`config.mk`:
```
export PLATFORM = sky130hd
export DESIGN_NAME = int8_saturating_vector_alu_top_flat
export DESIGN_NICKNAME = d
export VERILOG_FILES = /design/src/hdl/isva_pkg.sv /design/src/hdl/isva_in_if.sv /design/src/hdl/isva_out_if.sv /design/src/hdl/isva_alu.sv /design/src/hdl/int8_saturating_vector_alu_top.sv /design/src/flat_wrapper.sv
export VERILOG_INCLUDE_DIRS = /design/src /design/src/hdl
export SDC_FILE = /design/constraint.sdc
export NUM_CORES = 1
export LEC_CHECK = 0
export BUFFER_PORTS_ARGS = -buffer_cell sky130_fd_sc_hd__buf_2
export CORE_UTILIZATION = 64
export CTS_CLUSTER_SIZE = 20
export DETAILED_ROUTE_END_ITERATION = 7
export PLACE_DENSITY_LB_ADDON = 0.3
export SLEW_MARGIN = 20
export SYNTH_ARGS = -nofsm -noshare
export SYNTH_HDL_FRONTEND = slang
export SYNTH_HIERARCHICAL = 1
export SYNTH_SLANG_ARGS = --single-unit
```
`constraint.sdc`:
```
create_clock -name clk -period 12.2 [get_ports clk]
set_input_delay 2.44 -clock clk [delete_from_list [all_inputs] [get_ports clk]]
set_output_delay 2.44 -clock clk [all_outputs]
set_load 0.005 [all_outputs]
```
`src/hdl/assert_macros.svh`:
```
// assertion macros used by the top-level rtl file of the int8 vector alu
// no dependencies; the including module supplies clk and rst_n
`ifndef ASSERT_MACROS_SVH
`define ASSERT_MACROS_SVH

// checked only while out of reset
`define ASSERT_CLK(label, prop, msg) \
  label: assert property (@(posedge clk) disable iff (!rst_n) prop) else $error(msg);

// also checked across reset
`define ASSERT_CLK_ANY(label, prop, msg) \
  label: assert property (@(posedge clk) prop) else $error(msg);

`endif

```
`src/hdl/isva_pkg.sv`:
```
// shared types and constants of the int8 saturating vector alu
// no dependencies
package isva_pkg;

  typedef enum logic [4:0] {
    OP_ADD            = 5'd0,
    OP_ADDSCALAR      = 5'd1,
    OP_SUB            = 5'd2,
    OP_ABS            = 5'd3,
    OP_NEG            = 5'd4,
    OP_CEIL           = 5'd5,
    OP_FLOOR          = 5'd6,
    OP_EQ             = 5'd7,
    OP_GT             = 5'd8,
    OP_LT             = 5'd9,
    OP_MULWIDE        = 5'd10,
    OP_MULSHIFT       = 5'd11,
    OP_MULSCALARSHIFT = 5'd12,
    OP_RELU           = 5'd13,
    OP_DOT            = 5'd14,
    OP_SUM            = 5'd15,
    OP_MAC            = 5'd16,
    OP_ZERO           = 5'd17
  } op_t;

  typedef enum logic [2:0] {
    REG_SCALAR  = 3'd0,
    REG_MULT    = 3'd1,
    REG_SHIFT   = 3'd2,
    REG_CEILING = 3'd3,
    REG_FLOOR   = 3'd4
  } reg_idx_t;

  localparam int CFG_DATA_W = 16;

  localparam logic signed [7:0] SAT_MAX   = 8'sd127;
  localparam logic signed [7:0] SAT_MIN   = -8'sd128;
  localparam logic signed [7:0] MASK_TRUE = -8'sd1;

  typedef struct packed {
    logic signed [15:0] scalar_value;
    logic signed [7:0]  multiplier_value;
    logic        [4:0]  shift_bits;
    logic signed [7:0]  ceiling_value;
    logic signed [7:0]  floor_value;
  } cfg_t;

  localparam cfg_t CFG_RESET = '{
    scalar_value:     16'sd0,
    multiplier_value: 8'sd0,
    shift_bits:       5'd0,
    ceiling_value:    SAT_MAX,
    floor_value:      SAT_MIN
  };

endpackage

```
`src/hdl/isva_in_if.sv`:
```
// input channel of the int8 vector alu: valid/ready plus one element item
// no dependencies
interface isva_in_if;
  logic               valid;
  logic               ready;
  logic        [4:0]  op;
  logic signed [7:0]  elem_a;
  logic signed [7:0]  elem_b;
  logic               first_elem;
  logic               last_elem;
  logic signed [31:0] start_value;

  modport source (output valid, op, elem_a, elem_b, first_elem, last_elem, start_value,
                  input ready);
  modport sink   (input valid, op, elem_a, elem_b, first_elem, last_elem, start_value,
                  output ready);
endinterface

```
`src/hdl/isva_out_if.sv`:
```
// result channel of the int8 vector alu: valid/ready plus one 32-bit result
// no dependencies
interface isva_out_if;
  logic               valid;
  logic               ready;
  logic signed [31:0] result_value;

  modport source (output valid, result_value, input ready);
  modport sink   (input valid, result_value, output ready);
endinterface

```
`src/hdl/isva_alu.sv`:
```
// combinational datapath: element ops, shared multiplier and reduction adder
// depends on isva_pkg
module isva_alu (
  input  logic        [4:0]  op,
  input  logic signed [7:0]  elem_a,
  input  logic signed [7:0]  elem_b,
  input  logic               first_elem,
  input  logic               last_elem,
  input  logic signed [31:0] start_value,
  input  isva_pkg::cfg_t     cfg,
  input  logic        [31:0] acc,
  output logic signed [31:0] result_value,
  output logic               emit,
  output logic        [31:0] acc_nxt
);
  import isva_pkg::*;

  function automatic logic signed [7:0] sat8(input logic signed [16:0] v);
    logic signed [7:0] r;
    if (v > 17'sd127) begin
      r = SAT_MAX;
    end else if (v < -17'sd128) begin
      r = SAT_MIN;
    end else begin
      r = v[7:0];
    end
    return r;
  endfunction

  logic signed [15:0] mul_opnd;
  logic signed [23:0] prod;
  logic signed [23:0] prod_sh;
  logic signed [16:0] a_ext;
  logic signed [16:0] b_ext;
  logic signed [16:0] s_ext;
  logic signed [7:0]  neg_a;
  logic signed [7:0]  r8;
  logic        [31:0] term;
  logic        [31:0] base;
  logic               is_red;

  assign a_ext = {{9{elem_a[7]}}, elem_a};
  assign b_ext = {{9{elem_b[7]}}, elem_b};
  assign s_ext = {cfg.scalar_value[15], cfg.scalar_value};
  assign neg_a = -elem_a;

  // one multiplier serves every product; the second operand follows the op
  always_comb begin
    case (op)
      OP_MULSCALARSHIFT: mul_opnd = cfg.scalar_value;
      OP_RELU, OP_MAC:   mul_opnd = {{8{cfg.multiplier_value[7]}}, cfg.multiplier_value};
      default:           mul_opnd = {{8{elem_b[7]}}, elem_b};
    endcase
  end

  assign prod    = elem_a * mul_opnd;
  assign prod_sh = prod >>> cfg.shift_bits;

  assign is_red = (op == OP_DOT) || (op == OP_SUM) || (op == OP_MAC);

  // reduction term and base; dot and sum start from zero
  always_comb begin
    if (op == OP_SUM) begin
      term = {{24{elem_a[7]}}, elem_a};
    end else begin
      term = {{8{prod[23]}}, prod};
    end
    if (!first_elem) begin
      base = acc;
    end else if (op == OP_MAC) begin
      base = start_value;
    end else begin
      base = '0;
    end
    acc_nxt = is_red ? (base + term) : acc;
  end

  always_comb begin
    r8 = '0;
    unique case (op)
      OP_ADD:            r8 = sat8(a_ext + b_ext);
      OP_ADDSCALAR:      r8 = sat8(a_ext + s_ext);
      OP_SUB:            r8 = sat8(a_ext - b_ext);
      OP_ABS:            r8 = (elem_a == SAT_MIN) ? SAT_MAX : (elem_a[7] ? neg_a : elem_a);
      OP_NEG:            r8 = (elem_a == SAT_MIN) ? SAT_MAX : neg_a;
      OP_CEIL:           r8 = (elem_a > cfg.ceiling_value) ? cfg.ceiling_value : elem_a;
      OP_FLOOR:          r8 = (elem_a < cfg.floor_value) ? cfg.floor_value : elem_a;
      OP_EQ:             r8 = (elem_a == elem_b) ? MASK_TRUE : 8'sd0;
      OP_GT:             r8 = (elem_a > elem_b) ? MASK_TRUE : 8'sd0;
      OP_LT:             r8 = (elem_a < elem_b) ? MASK_TRUE : 8'sd0;
      OP_MULSHIFT,
      OP_MULSCALARSHIFT: r8 = prod_sh[7:0];
      OP_RELU:           r8 = (elem_a > 8'sd0) ? elem_a : prod_sh[7:0];
      default:           r8 = '0;
    endcase
  end

  always_comb begin
    if (is_red) begin
      result_value = acc_nxt;
      emit         = last_elem;
    end else if (op == OP_MULWIDE) begin
      result_value = {{16{prod[15]}}, prod[15:0]};
      emit         = 1'b1;
    end else begin
      result_value = {{24{r8[7]}}, r8};
      emit         = 1'b1;
    end
  end

endmodule

```
`src/hdl/int8_saturating_vector_alu_top.sv`:
```
// an accepted item is held in the input register, then its result in the result register
// throughput: one item per cycle while the result side does not stall; input register, one alu pass, result register
// reductions hold a 32-bit running total and emit only on the last element
// reset (synchronous, rst_n low) empties both stages, clears the total and
// loads the configuration registers with their defaults
// depends on isva_pkg, isva_in_if, isva_out_if, isva_alu, assert_macros.svh
`include "assert_macros.svh"

module int8_saturating_vector_alu_top (
  input  logic                           clk,
  input  logic                           rst_n,
  isva_in_if.sink                        in_ch,
  isva_out_if.source                     out_ch,
  input  logic                           cfg_we,
  input  isva_pkg::reg_idx_t             cfg_index,
  input  logic [isva_pkg::CFG_DATA_W-1:0] cfg_wdata
);
  import isva_pkg::*;

  cfg_t               cfg_r;
  logic               s1_v_r;
  logic        [4:0]  s1_op_r;
  logic signed [7:0]  s1_a_r;
  logic signed [7:0]  s1_b_r;
  logic               s1_first_r;
  logic               s1_last_r;
  logic signed [31:0] s1_start_r;
  logic        [31:0] acc_r;
  logic        [31:0] acc_nxt;
  logic               out_v_r;
  logic signed [31:0] out_val_r;
  logic signed [31:0] alu_result;
  logic               alu_emit;
  logic               s1_fire;
  logic               in_accept;

  assign s1_fire      = s1_v_r && (!out_v_r || out_ch.ready);
  assign in_ch.ready  = !s1_v_r || s1_fire;
  assign in_accept    = in_ch.valid && in_ch.ready;
  assign out_ch.valid = out_v_r;
  assign out_ch.result_value = out_val_r;

  isva_alu u_alu (
    .op           (s1_op_r),
    .elem_a       (s1_a_r),
    .elem_b       (s1_b_r),
    .first_elem   (s1_first_r),
    .last_elem    (s1_last_r),
    .start_value  (s1_start_r),
    .cfg          (cfg_r),
    .acc          (acc_r),
    .result_value (alu_result),
    .emit         (alu_emit),
    .acc_nxt      (acc_nxt)
  );

  always_ff @(posedge clk) begin
    if (!rst_n) begin
      s1_v_r  <= 1'b0;
      out_v_r <= 1'b0;
      acc_r   <= '0;
      cfg_r   <= CFG_RESET;
    end else begin
      if (in_ch.ready) begin
        s1_v_r <= in_ch.valid;
      end
      if (s1_fire) begin
        acc_r   <= acc_nxt;
        out_v_r <= alu_emit;
      end else if (out_ch.ready) begin
        out_v_r <= 1'b0;
      end
      if (cfg_we) begin
        unique case (cfg_index)
          REG_SCALAR:  cfg_r.scalar_value     <= cfg_wdata;
          REG_MULT:    cfg_r.multiplier_value <= cfg_wdata[7:0];
          REG_SHIFT:   cfg_r.shift_bits       <= cfg_wdata[4:0];
          REG_CEILING: cfg_r.ceiling_value    <= cfg_wdata[7:0];
          REG_FLOOR:   cfg_r.floor_value      <= cfg_wdata[7:0];
          default: ;
        endcase
      end
    end
  end

  // payload registers, no reset
  always_ff @(posedge clk) begin
    if (in_accept) begin
      s1_op_r    <= in_ch.op;
      s1_a_r     <= in_ch.elem_a;
      s1_b_r     <= in_ch.elem_b;
      s1_first_r <= in_ch.first_elem;
      s1_last_r  <= in_ch.last_elem;
      s1_start_r <= in_ch.start_value;
    end
    if (s1_fire && alu_emit) begin
      out_val_r <= alu_result;
    end
  end

  `ASSERT_CLK_ANY(a_reset_empties_out, !rst_n |=> !out_v_r, "result valid right after reset")
  `ASSERT_CLK(a_stall_cause, !in_ch.ready |-> (s1_v_r && out_v_r && !out_ch.ready), "input stalled without a full pipe")
  `ASSERT_CLK(a_no_spurious_result, (s1_fire && !alu_emit && !out_v_r) |=> !out_v_r, "result from a non-last reduction element")
  `ASSERT_CLK(a_total_holds, !(s1_fire && (s1_op_r == OP_DOT || s1_op_r == OP_SUM || s1_op_r == OP_MAC)) |=> $stable(acc_r), "running total moved without a reduction")

endmodule

```
`src/flat_wrapper.sv`:
```
// flat-port wrapper written by rule: the top's interface ports become plain ports
module int8_saturating_vector_alu_top_flat import isva_pkg::*;
  (clk, rst_n, cfg_we, cfg_index, cfg_wdata, in_ch_valid, in_ch_op, in_ch_elem_a, in_ch_elem_b, in_ch_first_elem, in_ch_last_elem, in_ch_start_value, in_ch_ready, out_ch_valid, out_ch_result_value, out_ch_ready);
  isva_in_if in_ch_i ();
  isva_out_if out_ch_i ();
  input  logic clk;
  input  logic rst_n;
  input  logic cfg_we;
  input  isva_pkg::reg_idx_t cfg_index;
  input  logic [isva_pkg::CFG_DATA_W-1:0] cfg_wdata;
  input wire logic [$bits(in_ch_i.valid)-1:0] in_ch_valid;
  input wire logic [$bits(in_ch_i.op)-1:0] in_ch_op;
  input wire logic [$bits(in_ch_i.elem_a)-1:0] in_ch_elem_a;
  input wire logic [$bits(in_ch_i.elem_b)-1:0] in_ch_elem_b;
  input wire logic [$bits(in_ch_i.first_elem)-1:0] in_ch_first_elem;
  input wire logic [$bits(in_ch_i.last_elem)-1:0] in_ch_last_elem;
  input wire logic [$bits(in_ch_i.start_value)-1:0] in_ch_start_value;
  output wire logic [$bits(in_ch_i.ready)-1:0] in_ch_ready;
  output wire logic [$bits(out_ch_i.valid)-1:0] out_ch_valid;
  output wire logic [$bits(out_ch_i.result_value)-1:0] out_ch_result_value;
  input wire logic [$bits(out_ch_i.ready)-1:0] out_ch_ready;
  assign in_ch_i.valid = in_ch_valid;
  assign in_ch_i.op = in_ch_op;
  assign in_ch_i.elem_a = in_ch_elem_a;
  assign in_ch_i.elem_b = in_ch_elem_b;
  assign in_ch_i.first_elem = in_ch_first_elem;
  assign in_ch_i.last_elem = in_ch_last_elem;
  assign in_ch_i.start_value = in_ch_start_value;
  assign in_ch_ready = in_ch_i.ready;
  assign out_ch_valid = out_ch_i.valid;
  assign out_ch_result_value = out_ch_i.result_value;
  assign out_ch_i.ready = out_ch_ready;
  int8_saturating_vector_alu_top u_core (.clk(clk), .rst_n(rst_n), .in_ch(in_ch_i), .out_ch(out_ch_i), .cfg_we(cfg_we), .cfg_index(cfg_index), .cfg_wdata(cfg_wdata));
endmodule
```
# Yosys cells after proc, flatten, opt, wreduce, memory -nomap -nowiden
# Cells that the tools add are included.
[word_totals]
word_cells = 100
n_memories = 0
mem_bits_ro = 0
ff_bits = 166
in_bits = 79
latchBits = 0
ram_bits = 0
output_inout_bits = 34
[op_classes]
order_cmp = 11
add_sub_neg = 5
n_mul = 1
bitwise_logic = 0
div_mod_pow = 0
shift = 1
reduce_logical = 19
eq_ne = 22
muxes = 26
[op_table]
columns = ["op", "count"]
rows = [
  ["$mux 32", 6],
  ["$mux 8", 15],
  ["$pmux 8 s12", 1],
  ["$eq 5x4->1 const B", 8],
  ["$add 32x32->32", 1],
  ["$pmux 16 s2", 1],
  ["$mul 8x16->24", 1],
  ["$sshr 24x5->8", 1],
  ["$eq 5x3->1 const B", 4],
  ["$gt 9x8->1 const B", 2],
  ["$lt 9x8->1 const B", 2],
  ["$add 8x16->17", 1],
  ["$gt 17x8->1 const B", 1],
  ["$lt 17x8->1 const B", 1],
  ["$gt 8x8->1", 2],
  ["$lt 8x8->1", 2],
  ["$eq 5x2->1 const B", 2],
  ["$reduce_and 2->1", 5],
  ["$add 8x8->9", 1],
  ["$sub 8x8->9", 1],
  ["$eq 8x8->1", 1],
  ["$eq 8x8->1 const B", 1],
  ["$gt 8x1->1 const B", 1],
  ["$neg 8->8", 1],
  ["13 further kinds", 23],
]

# Logic depth before layout (Yosys ltp)
# Gate-level depths: netlist of run 1.
[depth]
ltp_word = 9
mapped_depth = 37
mapped_depth_nobuf = 34

# Modules after synthesis
# The synthesis of run 1 kept the hierarchy.
[modules_own_cells]
columns = ["mod", "seq_area_each_um2", "cells_each", "instances", "area_each_um2"]
rows = [
  ["isva_alu", 0.0, 1822, 1, 12788.5],
  ["int8_saturating_vector_alu_top", 4194.0, 410, 1, 5606.6],
]

# Worst setup path after synthesis of run 1
# Ideal clock, no wire load.
[synth_path]
path_kind = "flip-flop to flip-flop"
from = "reg u_core.s1_op_r[4]"
to = "reg u_core.out_val_r[28], in the netlist u_core/out_ch.result_value[28], data pin"
synth_period_minus_slack_ns = 8.714
arrival_ns = 8.443
required_ns = 11.929
setup_time_ns = 0.271
setup_slack_ns = 3.486
path_stages_with_launch = 33
n_path_buf = 5
path_cell_list = "edfxtp_1 -> buf_2 -> or3b_1 -> clkbuf_1 -> nor3b_4 -> clkbuf_1 -> a22oi_1 -> nand2_1 -> and2_1 -> fa_1 -> fa_1 -> fa_1 -> inv_1 -> fa_1 -> inv_1 -> ha_1 -> buf_6 -> a21oi_1 -> o211ai_1 -> a31o_4 -> o31ai_4 -> mux2i_2 -> nor2_1 -> o21ai_0 -> ha_1 -> clkbuf_1 -> a21o_1 -> a21o_1 -> a221oi_1 -> o21ai_0 -> a31oi_1 -> mux2i_1 -> nand3_1"
[synth_via]
elab_chain_len = 9
word_cells_on_any_way = 33
classes_between = "1 x add/sub; 1 x mul; 16 x eq/ne; 1 x shift; 9 x mux; 5 x reduce/logical"
[synth_rtl]
columns = ["item", "line_no", "text"]
rows = [
  ["from (decl)", "int8_saturating_vector_alu_top.sv:22", "logic [4:0] s1_op_r;"],
  ["from (signal assigned)", "int8_saturating_vector_alu_top.sv:89", "s1_op_r <= in_ch.op;"],
  ["branches (longest 8 deep; another with $add 32x32->32)", "--", ""],
  ["$mux 32 *", "isva_alu.sv:99", "if (is_red) begin"],
  ["net u_core.alu_result[28]", "int8_saturating_vector_alu_top.sv:32", "logic signed [31:0] alu_result;"],
  ["to (signal assigned)", "int8_saturating_vector_alu_top.sv:97", "out_val_r <= alu_result;"],
  ["to (decl)", "int8_saturating_vector_alu_top.sv:31", "logic signed [31:0] out_val_r;"],
]
# Mark *: on every way through the listed nets, which the timed path passes.
# A chain may end at the register's enable or synchronous reset.

# Final worst setup path of run 1
[layout_path]
from = "reg u_core.s1_op_r[3]"
to = "reg u_core.acc_r[30]"
[layout_via]
elab_chain_len = 7
word_cells_on_any_way = 15
classes_between = "1 x add/sub; 1 x mul; 5 x eq/ne; 5 x mux; 3 x reduce/logical"
[layout_rtl]
columns = ["item", "line_no", "text"]
rows = [
  ["$eq 5x5->1 or $eq 5x4->1 (tied branches)", "isva_alu.sv:49, isva_alu.sv:59, isva_alu.sv:70", ""],
  ["$reduce_or 2->1", "isva_alu.sv:49", "case (op)"],
  ["$pmux 16 s2", "isva_alu.sv:49", ""],
  ["$mul 8x16->24", "isva_alu.sv:56", "assign prod = elem_a * mul_opnd;"],
  ["$mux 32", "isva_alu.sv:63", "if (op == OP_SUM) begin"],
  ["$add 32x32->32", "isva_alu.sv:75", "acc_nxt = is_red ? (base + term) : acc;"],
  ["$mux 32 *", "isva_alu.sv:75", ""],
  ["net u_core.acc_nxt[30]", "int8_saturating_vector_alu_top.sv:29", "logic [31:0] acc_nxt;"],
  ["to (signal assigned)", "int8_saturating_vector_alu_top.sv:68", "acc_r <= acc_nxt;"],
  ["to (decl)", "int8_saturating_vector_alu_top.sv:28", "logic [31:0] acc_r;"],
]
# The timed path passes the listed nets; every way through them passes the cells marked *.

==> run summary, run 1 <==
The async set-or-reset flop fraction in the synthesized netlist came out at 0%. Synthesis handed over a netlist of 2232 instances. The switching share of power is 53.2%.

The pin count of the biggest net entering global routing came out at 66. The most used flip-flop cell after synthesis is edfxtp_1. The highest cell delay on the worst timing path came out at 0.77 ns. The run finished, with violations left. Across the VDD grid, the largest voltage drop is 169 uV. The max-slew headroom at the worst pin is 26.1%. The area share of the largest cell type after synthesis came out at 14.2%. The portion of total power attributed to sequential cells is 13.0%.

The post-detailed-route wirelength per cell came out at 21.1 um. The floorplan has 61 rows. The utilization after layout is 70.1%.

The worst-case reg-to-reg path depth came out at 29. The clock slew at the register clock pins of the worst setup and hold paths is 0.06 ns. The die covers 29400 sq um. The largest clock skew in the final design came out at 0.0186 ns. The post-synth design cell area came out at 18400 sq um. The post-synthesis net count came out at 2543. The most critical setup path has its startpoint at u_core/s1_op_r[3]$_DFFE_PP_. The setup-violating endpoint count in the final report is 0. The number of warnings printed during yosys synthesis came out at 6. The layout net count came out at 2585. The first routing iteration left 2074 violations. Following the worst setup path forward leads to its endpoint at u_core/acc_r[30]$_SDFFE_PN0P_. The worst setup path is launched from a register.

The layout cell share with drive strength beyond 1 came out at 10.3%. Wires add up to 56.3 mm. Before antenna repair, the detailed router went through 8 iterations. The reg-to-reg endpoint is u_core/acc_r[30]$_SDFFE_PN0P_.

The total overflow left after global routing is 0. In this run the critical register-to-register path is launched from u_core/s1_op_r[3]$_DFFE_PP_. The worst hold path belongs to the class reg2reg. Data on the critical path arrives at its endpoint at 10.71 ns.

STA classifies the critical path endpoint as a register. The clock tree root driver cell is clkbuf_16. The number of vias per cell is 6.51. The max-cap violation count is 0. The period utilization came out at 85.2%.

The met2 routing resource usage after global routing came out at 60.6%. The die is 172 um wide. The clock passes through at most 2 buffers.

The wire length of the first global-routing pass came out at 88.4 mm. Once the floorplan was initialized, standard cells occupied 65.7% of the core. The largest individual stage delay along the critical path comes from the cell nor3b_4. The area of the core came out at 28000 sq um. The part of the total power dissipated in combinational logic is 75.6%. The distinct cell type count after synthesis is 114. The number of vias after detailed routing came out at 17400.

In the global route stage, met1 resource usage came out at 51.7%. The number of clock sinks came out at 166. The antenna diode count came out at 0. The clock insertion delay at the later pin of the skew report is 0.46 ns. The register-to-register path setup slack is 1.80 ns. Dividing total power by cell area gives a power density of 259 nW/um^2.

After global routing, the most crowded layer is met2. The post-cts resize count came out at 0. The biggest area contributor in the post-synthesis netlist is edfxtp_1. From bottom edge to top edge, the die measures 172 um. Relative to the synthesized area, the layout overhead comes to 6.82%. After routing, the total negative slack on setup checks comes to 0 ns.

The via count of the first global-routing pass was 16600. The number of buffers inserted by hold repair at cts came out at 0. The achievable frequency came out at 96.2 MHz. Ranked by total cell area, the synthesized netlist is headed by edfxtp_1 14%, fa_1 12%, dfxtp_1 8.6%.

Summing the sequential cell areas from Yosys gives 22.8% of the chip area. The net switching power figure came out at 2.71 mW. Yosys instantiated no cell more often than nand2_1. The half-perimeter wire length of the detailed placement result came out at 42.5 mm. The number of nets with antenna violations after routing is 0. The I/O pin total is 113.

The final number of hold-violating endpoints is 0. The number of H-tree branching levels is 4. The most numerous cell on the critical path is fa_1.

By startpoint and endpoint, the worst setup path is classified as reg2reg. TritonCTS built the clock tree. The commonest cells after synthesis are 282 x nand2_1, 232 x inv_1, 162 x o21ai_0. Setup repair after global routing left no endpoint under its margin. The data required time at the worst endpoint came out at 12.51 ns. At the pin with the least slew margin, the transition time is 1.10 ns. After detailed routing, the number of remaining DRC violations is 1. In the global route stage, overall resource usage came out at 39.2%. The internal power component came out at 2.38 mW.

The part of the total power dissipated in the clock network came out at 11.4%. Port buffering added 112 buffers. The number of flops mapped to enable cells by yosys is 87.

The met3 track demand over resource in global routing came out at 7.64%. In this run the worst path has a maximum fanout of 18. The static leakage is 8.63 nW. The final-report max-slew violation count is 0. The number of setup buffers added after CTS is 0.

The minimum clock period came out at 10.40 ns. The flip-flop and latch count after synthesis is 166. Routability-driven placement finished with a final weighted congestion of 1.03. The initial antenna violation count came out at 0.

Counting the buffers created by CTS gives 17. The synthesized area per cell came out at 8.24 sq um. The final reports fail on design-rule violations.
-- routing by layer --
layer	part of all wire, %	vias to the layer above
li1	-	7956
met1	41	8267
met2	44	952
met3	9.4	182
met4	5.1	0
met5	0	-
-- per-stage QoR --
| step | power [mW] | setup slack [ns] | cells | hold WS, ns | cell area, sq um |
|---|---|---|---|---|---|
| floorplan | 3.46 | 3.49 | 2232 | 0.435 | 18400 |
| global placement | 4.25 | 2.18 | 2633 | 0.442 | 19000 |
| detailed placement | 4.34 | 1.94 | 2633 | 0.451 | 19000 |
| CTS | 4.96 | 1.78 | 2665 | 0.462 | 19600 |
| global route | 5.46 | 1.31 | 2665 | 0.477 | 19600 |
| finish | 5.09 | 1.80 | 2665 | 0.460 | 19600 |
-- area by class of cell --
| cell class | count | area, sq um |
|---|---|---|
| timing repair buffer | 136 | 743 |
| sequential | 166 | 4190 |
| tap | 378 | 473 |
| clock buffer | 20 | 437 |
| inverter | 235 | 882 |
| clock inverter | 12 | 170 |
| fill | 2266 | 8360 |
| multi-input combinational | 1718 | 12700 |
-- worst min-delay path by stage --
stage / from / end / slack, ns / cells after the start
3_5_place_dp: u_core/acc_r[0]$_SDFFE_PN0P_ / u_core/acc_r[0]$_SDFFE_PN0P_ / 0.45 / 2
4_1_cts: u_core/acc_r[5]$_SDFFE_PN0P_ / u_core/acc_r[5]$_SDFFE_PN0P_ / 0.46 / 2
2_1_floorplan: u_core/acc_r[0]$_SDFFE_PN0P_ / u_core/acc_r[0]$_SDFFE_PN0P_ / 0.43 / 2
6_report: u_core/acc_r[0]$_SDFFE_PN0P_ / u_core/acc_r[0]$_SDFFE_PN0P_ / 0.46 / 2
3_3_place_gp: u_core/acc_r[26]$_SDFFE_PN0P_ / u_core/acc_r[26]$_SDFFE_PN0P_ / 0.44 / 2
5_1_grt: u_core/acc_r[25]$_SDFFE_PN0P_ / u_core/acc_r[25]$_SDFFE_PN0P_ / 0.48 / 2
-- critical path, delay by kind of cell, from the launching register on --
family	cells	cell delay [ns]
DFF	1	0.58
muxes	3	0.99
AOI/OAI and AO/OA	13	3.91
and+or+nand+nor	5	1.72
buffers and inverters	2	0.09
adders and majority gates	6	2.95
-- cell families after synthesis --
| family | after synthesis | synth area share (%) |
|---|---|---|
| xor gates and xnor gates | 58 | 2.84 |
| buffers and inverters | 348 | 8.01 |
| adders and majority gates | 233 | 20.2 |
| and+or+nand+nor | 766 | 20.3 |
| muxes | 67 | 3.92 |
| AOI/OAI and AO/OA | 594 | 22.0 |
| DFF | 166 | 22.8 |
-- state kept, by name (all words and copies together) (netlist names) --
name / flops
u_core/acc_r: 32
u_core/cfg_r: 45
u_core/out_ch.result_value: 32
u_core/out_ch.valid: 1
u_core/s1_a_r: 8
u_core/s1_b_r: 8
u_core/s1_first_r: 1
u_core/s1_last_r: 1
u_core/s1_op_r: 5
u_core/s1_start_r: 32
u_core/s1_v_r: 1
-- layout by cell type (no fill, tap or decap), types with 20 or more instances in the layout --
cell type and n:
buf_2 111, buf_4 25, nor2b_1 20, nor3_1 36
nand2_1 282, a21o_1 43, o211ai_1 27, inv_1 232
xnor2_1 36, fa_1 107, xor2_1 20, edfxtp_1 87
o21a_1 25, and2_1 82, dfxtp_1 79, a21oi_1 114
mux2i_1 58, a211oi_1 22, nand3_1 90, nand2b_1 20
nor2_1 127, o21ai_0 161, ha_1 125
-- power groups by stage --
stage	Sequential [mW]	Clock [mW]	Combinational, mW
floorplan	0.669	0	2.79
global placement	0.673	0	3.58
detailed placement	0.673	0	3.67
CTS	0.662	0.588	3.71
global route	0.666	0.606	4.19
finish	0.662	0.580	3.85
(Power assumes the default switching activity.)
==> run 2: changes to the inputs <==
BUFFER_PORTS_ARGS = -buffer_cell sky130_fd_sc_hd__buf_4   (was -buffer_cell sky130_fd_sc_hd__buf_2)
==> run 2 against run 1 <==
The run now ends clean. Sequential cell count unchanged. Sequential share of layout area decreased by 0.22 points. Via count shrank 0.25%. Worst setup slack improved by 0.44 ns. Global-route usage is 0.68 points lower. Sequential power hardly changed. Clock skew fell by 0.0033 ns. Register-to-register slack gained 0.44 ns. Non-clock buffer count decreased by 3. Utilization is 0.75 points higher. Critical path depth increased by 1. Largest cell class unchanged.
==> run summary, run 2 (synthesis gave the netlist of run 1 again) <==
Status: finished, final reports clean (was complete, but fails checks). The commonest non-fill, non-tap cell in the layout is nand2_1 (unchanged). The clock tree from TritonCTS is done (unchanged).

The total congestion overflow after global routing came out at 0 (unchanged). The flip-flop count of the largest register after layout came to 45 (unchanged). The setup-violating endpoint count in the final report came out at 0 (unchanged). The final number of hold-violating endpoints was 0 (unchanged). The routed wire length came out at 55.6 mm (was 56.3 mm). The register ranked first by flip-flop count was u_core/cfg_r (unchanged). The count of buffers from port buffering is 112 (unchanged). The floorplan die area is 29400 sq um (unchanged). Setup repair after global routing missed its margin: no (unchanged). The final hold slack came out at 0.460 ns (about the same).

The layout net count came to 2582 (was 2585). The pre-CTS worst setup slack is 1.98 ns (was 1.94 ns). The number of buffers inserted by hold repair at cts is 0 (unchanged). The layout cell share with drive strength beyond 1 is 10.1% (was 10.3%).

The power density over cell area is 252 nW/um^2 (was 259 nW/um^2). The I/O pin total is 113 (unchanged). The width of the die came to 172 um (unchanged). The utilization after layout is 70.9% (was 70.1%).

The total area of sequential cells is 4190 sq um (unchanged). The number of setup buffers added after CTS is 0 (unchanged). The placer congestion estimate came out at 1.01 (was 1.03). The combined area of the multi-input logic cells came to 12800 sq um (was 12700 sq um).

The total of fill cells in the finished design is 2219 (was 2266). The endpoint class of the critical path is a register (unchanged). The post-detailed-route wirelength per cell came out at 20.9 um (was 21.1 um).

The clock insertion delay at the later pin of the skew report is 0.46 ns (about the same). The remaining design rule violation count came out at 0 (was 1). The pin count of the biggest net entering global routing came out at 68 (was 66). The antenna diode count came to 0 (unchanged). The number of vias per cell came out at 6.50 (was 6.51).

The top cell family by delay on the critical path is compound AO/OA/AOI/OAI gates (unchanged). The class of the tightest hold or removal check is reg2reg (unchanged). The path type of the worst setup path is reg2reg (unchanged). The worst supply voltage drop on vdd is 186 uV (was 169 uV). The CTS buffer count is 17 (unchanged). The critical path's slowest cell is nor3b_4 (unchanged). The maximum buffer depth of the clock tree is 2 (unchanged). The number of DRC markers after the initial detailed-route iteration is 2274 (was 2074). The measured slew at the worst slew-check pin came out at 1.07 ns (was 1.10 ns). The largest clock skew in the final design is 0.0153 ns (was 0.0186 ns). The final sum of negative setup slack is 0 ns (unchanged). The data arrival time of the critical path is 10.29 ns (was 10.71 ns). The data required time at the worst endpoint was 12.52 ns (was 12.51 ns). The max-cap violation count was 0 (unchanged).

The wire length of the first global-routing pass is 87.0 mm (was 88.4 mm). The maximum fanout encountered on the critical timing path came out at 18 (unchanged). The achievable frequency is 100 MHz (was 96.2 MHz). The number of H-tree branching levels is 4 (unchanged).

The max-slew headroom at the worst pin came out at 28.0% (was 26.1%). The die boundary height is 172 um (unchanged). The global router's overall resource usage was 38.6% (was 39.2%).

The slack of the critical path is 2.24 ns (was 1.80 ns). The initial cell density of the core is 65.7% (unchanged). The highest cell delay on the worst timing path came to 0.77 ns (about the same). The minimum clock period came out at 9.96 ns (was 10.40 ns). The area growth from synthesis to layout came out at 7.95% (was 6.82%). The clock tree root driver cell was clkbuf_16 (unchanged). The startpoint kind of the worst setup timing path is a register (unchanged).

The number of clock sinks came out at 166 (unchanged). The post-cts resize count came out at 0 (unchanged). The period utilization came out at 81.6% (was 85.2%). The number of nets with antenna violations after routing is 0 (unchanged).

Most frequent cells in the layout: 282 x nand2_1, 232 x inv_1, 161 x o21ai_0 (unchanged). The most numerous cell on the critical path is fa_1 (unchanged). The half-perimeter wire length of the detailed placement result came out at 41.9 mm (was 42.5 mm). The first-pass iteration count of the detailed router came out at 7 (was 8).

The number of rows created at floorplan was 61 (unchanged). The area of the core is 28000 sq um (unchanged). The final-report max-slew violation count was 0 (unchanged).

The number of vias after detailed routing came to 17300 (was 17400). The total buffers and inverters traversed by the critical path was 2 (unchanged). The static leakage was 8.69 nW (was 8.63 nW). The via count of the first global-routing pass is 16400 (was 16600). The clock slew at the register clock pins of the worst setup and hold paths came out at 0.07 ns (was 0.06 ns). The initial antenna violation count was 0 (unchanged).
[run 2: routing by layer]
| layer | up-vias | track usage, % | wire length, um |
|---|---|---|---|
| met4 | 0 | 20.6 | 2750 |
| met2 | 997 | 58.5 | 24200 |
| met3 | 181 | 8.35 | 5720 |
| met1 | 8195 | 51.3 | 22900 |
| li1 | 7940 | - | - |
| met5 | - | 0 | 0 |
[run 2: worst paths after layout]
| check | from | endpoint | slack [ns] | cells past startpoint |
|---|---|---|---|---|
| worst max-delay path | u_core/s1_op_r[3]$_DFFE_PP_ | u_core/acc_r[28]$_SDFFE_PN0P_ | 2.24 | 30 |
| worst min-delay path | u_core/acc_r[19]$_SDFFE_PN0P_ | u_core/acc_r[19]$_SDFFE_PN0P_ | 0.46 | 2 |
| worst max register to register | u_core/s1_op_r[3]$_DFFE_PP_ | u_core/acc_r[28]$_SDFFE_PN0P_ | 2.24 | 30 |
| worst min register to register | u_core/acc_r[19]$_SDFFE_PN0P_ | u_core/acc_r[19]$_SDFFE_PN0P_ | 0.46 | 2 |
[run 2: cell type report]
| cell class | count | area share, % |
|---|---|---|
| Inverter | 235 | 4.44 |
| Multi-Input combinational cell | 1718 | 64.2 |
| Clock buffer | 24 | 2.49 |
| Sequential cell | 166 | 21.1 |
| Tap cell | 378 | 2.38 |
| Timing Repair Buffer | 133 | 5.03 |
| Clock inverter | 8 | 0.309 |
[run 2: report_power, final]
group | internal (mW) | switching [mW] | total, mW | leakage, nW
sequential | 0.641 | 0.0233 | 0.664 | 1.48
clock | 0.288 | 0.243 | 0.530 | 0.270
combinational | 1.42 | 2.38 | 3.80 | 6.94
total | 2.35 | 2.65 | 4.99 | 8.69
[run 2: per-stage QoR]
stage / cells / cell area [sq um] / power [mW]
after floorplan: 2232 / 18400 / 3.46
after global placement: 2630 / 19300 / 4.26
after detailed placement: 2630 / 19300 / 4.33
after CTS: 2662 / 19900 / 4.88
after global routing: 2662 / 19900 / 5.38
final: 2662 / 19900 / 4.99
[run 2: worst reg2reg max path: cells and delay by family, from the launching register on]
family / cells / cell delay [ns]
multiplexers: 3 / 0.95
flip-flops: 1 / 0.61
buffers and inverters: 2 / 0.10
AO/OA/AOI/OAI: 11 / 3.01
AND/OR/NAND/NOR: 8 / 2.29
adder cells (fa/ha/maj): 6 / 2.88
